## src/hw/rtl/lfs_pkg.sv

```systemverilog
`timescale 1ns / 1ps

package lfs_pkg;

  // Fixed field widths of the item ports.
  localparam int SET_W   = 64;
  localparam int IDX_FW  = 6;
  // Width that holds any successor index and any instruction count.
  localparam int SUCC_CW = IDX_FW + 1;

  // One successor entry as it sits in the successor store.
  typedef struct packed {
    logic              b_valid;
    logic [IDX_FW-1:0] b_idx;
    logic              a_valid;
    logic [IDX_FW-1:0] a_idx;
  } succ_ent_t;

  // Sequencer states.
  typedef enum logic [2:0] {
    LFS_IDLE,
    LFS_RD_SELF,
    LFS_RD_SUCC,
    LFS_UPDATE,
    LFS_EMIT
  } lfs_state_t;

endpackage

```

## src/hw/rtl/lfs_xfer.sv

```systemverilog
`timescale 1ns / 1ps

module lfs_xfer (
  input  logic [lfs_pkg::SET_W-1:0] gen_set,
  input  logic [lfs_pkg::SET_W-1:0] kill_set,
  input  logic [lfs_pkg::SET_W-1:0] in_cur,
  input  logic [lfs_pkg::SET_W-1:0] out_cur,
  input  logic [lfs_pkg::SET_W-1:0] succ_a_in,
  input  logic                      succ_a_en,
  input  logic [lfs_pkg::SET_W-1:0] succ_b_in,
  input  logic                      succ_b_en,
  output logic [lfs_pkg::SET_W-1:0] in_new,
  output logic [lfs_pkg::SET_W-1:0] out_new,
  output logic                      changed
);
  import lfs_pkg::*;

  logic [SET_W-1:0] a_part;
  logic [SET_W-1:0] b_part;

  // Live-in follows from the current live-out of the same instruction.
  assign in_new = gen_set | (out_cur & ~kill_set);

  // Live-out is the union of the live-in sets of the usable successors.
  assign a_part  = succ_a_en ? succ_a_in : '0;
  assign b_part  = succ_b_en ? succ_b_in : '0;
  assign out_new = a_part | b_part;

  // Any difference forces another pass.
  assign changed = (in_new != in_cur) || (out_new != out_cur);

endmodule

```

## config.mk

```make
export PLATFORM = sky130hd
export DESIGN_NAME = lfs_xfer
export DESIGN_NICKNAME = d
export VERILOG_FILES = /design/src/hw/rtl/lfs_pkg.sv /design/src/hw/rtl/lfs_xfer.sv
export SDC_FILE = /design/constraint.sdc
export NUM_CORES = 1
export LEC_CHECK = 0
export BUFFER_PORTS_ARGS = -buffer_cell sky130_fd_sc_hd__buf_4
export CORE_AREA = 2 2 201 203
export DETAILED_ROUTE_END_ITERATION = 12
export DIE_AREA = 0 0 203 205
export PLACE_DENSITY_LB_ADDON = 0.12
export SETUP_SLACK_MARGIN = 0.02
export SYNTH_ARGS = -nofsm -noshare
export SYNTH_HDL_FRONTEND = slang
export SYNTH_SLANG_ARGS = --single-unit
```

## constraint.sdc

```tcl
create_clock -name vclk -period 4.55
set_input_delay 0.91 -clock vclk [all_inputs]
set_output_delay 0.91 -clock vclk [all_outputs]
set_load 0.005 [all_outputs]
```

### Yosys cells after proc, flatten, opt, wreduce, memory -nomap -nowiden

Cells that the tools add are included.

| word-level totals | value |
|---|---|
| output and inout bits | 129 |
| input bits | 386 |
| bits in read-only memories | 0 |
| flip-flop bits (word level) | 0 |
| bits in writable memories | 0 |
| bits in latches | 0 |
| memories kept | 0 |
| logic and storage cells | 9 |

| operators by class | value |
|---|---|
| div/mod/pow operators | 0 |
| multipliers | 0 |
| $add $sub $neg | 0 |
| bitwise gates (word level) | 4 |
| eq/ne operators | 2 |
| muxes and demuxes | 2 |
| reductions and logical operators | 1 |
| $lt $le $gt $ge | 0 |
| shifts and indexed selects | 0 |

Operator list:

| operator | number |
|---|---|
| $mux 64 | 2 |
| $ne 64x64->1 | 2 |
| $or 64x64->64 | 2 |
| $and 64x64->64 | 1 |
| $not 64->64 | 1 |
| $logic_or 1x1->1 | 1 |

### Longest topological paths before layout

| logic depth | value |
|---|---|
| depth after elaboration | 5 |
| depth in mapped cells | 9 |
| depth with buffers taken out | 6 |

### Least setup slack after synthesis

No wires, ideal clock.

| path | value |
|---|---|
| kind | input port to output port |
| from | in succ_a_en |
| to | out changed |
| arrival | 2.477 ns |
| stages on the path | 9 |
| slack | 1.163 ns |
| path buffers | 3 |
| required time | 3.640 ns |
| path through | buf_6 buf_6 buf_6 a22o_4 xor2_2 a2111oi_4 nand4_1 nor4_1 nand4_1 |

| on the way | value |
|---|---|
| cells in the longest elaborated chain, start to end | 4 |

Ends and longest elaborated chain:

| element | line | RTL |
|---|---|---|
| from (decl) | lfs_xfer.sv:9 | `input logic succ_a_en,` |
| $mux 64 | lfs_xfer.sv:25 | `assign a_part = succ_a_en ? succ_a_in : '0;` |
| $or 64x64->64 | lfs_xfer.sv:27 | `assign out_new = a_part \| b_part;` |
| named net out_new (one bit) | lfs_xfer.sv:13 | `output logic [lfs_pkg::SET_W-1:0] out_new,` |
| $ne 64x64->1 | lfs_xfer.sv:30 | `assign changed = (in_new != in_cur) \|\| (out_new != out_cur);` |
| $logic_or 1x1->1 | lfs_xfer.sv:30 |  |
| to (decl) | lfs_xfer.sv:14 | `output logic changed` |

The timed path passes the listed nets, and every way through them passes these cells.

### Worst setup path after layout

| path | value |
|---|---|
| from | in succ_a_en |
| to | out changed |

| on the way | value |
|---|---|
| cells in the longest elaborated chain, start to end | 4 |

Ends and longest elaborated chain:

| element | line |
|---|---|
| $mux 64 | lfs_xfer.sv:25 |
| $or 64x64->64 | lfs_xfer.sv:27 |
| $ne 64x64->1 | lfs_xfer.sv:30 |
| $logic_or 1x1->1 | lfs_xfer.sv:30 |

No other way between the ends.

==> reports/summary.txt <==
status: finished, final reports clean
post-DR wirelength/cell: 19.1 um
initial antenna violation count: 2
synth top area cells: a22o_1 15%, inv_1 9.8%, xor2_1 9.2%
period utilization: 93.5%
most common cell after layout, fill and taps aside: buf_4
core area: 39,400 um^2
cell total after placement: 1,610
HP Class: input port to output pin
Synthesis Warnings: 0
sequential-to-total area share from yosys stat: 0%
Post-CTS Hold Buffers: 0
Max-cap violations: 0
Die Span X: 203 um
critical setup path kind: input port to output pin
register area: 0 um^2
layout clock buffer count: 0
Setup crit end kind: output pin
Max Fclk: 235 MHz
Syn Nets: 961
gr ovfl total: 0
IO Count: 515
Final GP Congestion: 0.824
footprint of the multi-input gates: 3130 um^2
DRC violations left: 0
Hold Slack: 2090 ps
first-pass GRT wire length: 40.9 mm
Starting DRT DRC Count: 214
Final Non-Filler Cells: 1,611
port bufs: 515
mapped cell area: 3600 um^2
Vias/cell: 3.75
die area: 41,600 um^2
Crit path required time: 3640 ps
fillers: 4,576
post-synth top area cell: a22o_1
Synth cell types: 31
Tmin final: 4250 ps
CP Launch Type: input port
Syn Inst Count: 575
Pre-antenna DRT Iters: 4
share of the synthesized area in the top cell type: 15.3%
Total GRT Usage: 13.5%
Starting Density: 9.15%
Seq Cell Count: 0
Worst slew margin: 63.6%
final setup vio count: 0
vias in the first global route: 6,270
synth-to-layout area growth: 124%
final wirelength: 30.7 mm
most frequent cells in the layout: 522 x buf_4, 94 x inv_1, 76 x nand2_1
start point of the worst min-delay path: gen_set[50]
largest net degree at the start of global routing: 50
die height: 205 um
Detail Route Antenna Nets: 0
RSZ-0062 raised after global routing: no
Tightest Pin Transition: 544 ps
layout cells sized above 1: 52.0%
Max Fanout on Critical Path: 49
standard-cell rows: 73
max-slew violation count: 0
Critical path origin: succ_a_en
NumNets Final: 1,473
count of final hold-check violations: 0
total number of vias: 6,037
Syn Area/Cell: 6.26 um^2
hpwl dp: 28.3 mm
critical path arrival: 3340 ps
## Yosys cell counts (2+ instances only)
master and n:
nand4_1 11, o21ai_0 11, or2_1 5, nor2b_1 11, xnor2_1 2, buf_6 8
a2111oi_0 6, nand2_1 76, a2bb2oi_1 18, or3_1 11, and3_1 41, a21oi_1 47
nand2b_1 42, a22o_1 63, inv_1 94, o2bb2a_1 13, nand4bb_1 6, or2_0 3
nor4_1 4, or2_2 37, xor2_1 38, a21o_1 11, buf_2 5, o22a_1 5
## critical path, stage by stage
cell,delay [ps]
buf_6,210
a22o_1,360
or2_2,300
a2bb2oi_1,430
nand4_1,270
nor4_1,400
nand4_1,210
buf_4,190
## repair_timing
action / in CTS / in global routing
buffers inserted: 0 / 0
resized for setup: 2 / 0
endpoints found under the setup margin: 1 / 0
## routing by layer
layer | track usage [%] | vias to the layer above | wire length (um)
met1 | 14.4 | 2677 | 11300
met3 | 3.26 | 24 | 2450
met5 | 0 | - | 16
met4 | 2.42 | 2 | 617
met2 | 26.9 | 294 | 16400
li1 | - | 3040 | -
## cells by family (layout without fill, tap and decap cells)
family	Yosys count	count (layout)	share of synthesized area (%)
and+or+nand+nor	249	249	38.8
AOI/OAI and AO/OA	177	177	37.8
buffers and inverters	108	618	13.2
xor gates and xnor gates	41	41	10.2
other	0	1	0
## final cells by class
type	count	share of cell area [%]
repair buffers	524	48.8
multi-input cells	467	38.7
well taps	525	8.13
inverters	94	4.37
diodes	1	0.0310
## final timing paths
kind | end | slack [ps] | cells past startpoint
max | changed | 300 | 8
min | in_new[50] | 2090 | 4
## through the flow
| step | cell area, um^2 | setup WS (ps) | util [%] | TNS (ps) |
|---|---|---|---|---|
| detailed placement | 8070 | -40.5 | 20.5 | -40.5 |
| finish | 8080 | 295 | 20.5 | 0 |
| floorplan | 3600 | 1160 | - | 0 |
| CTS | 8080 | 137 | 20.5 | 0 |
| global placement | 8070 | -26.7 | 20.5 | -26.7 |
| global route | 8080 | 60.7 | 20.5 | 0 |
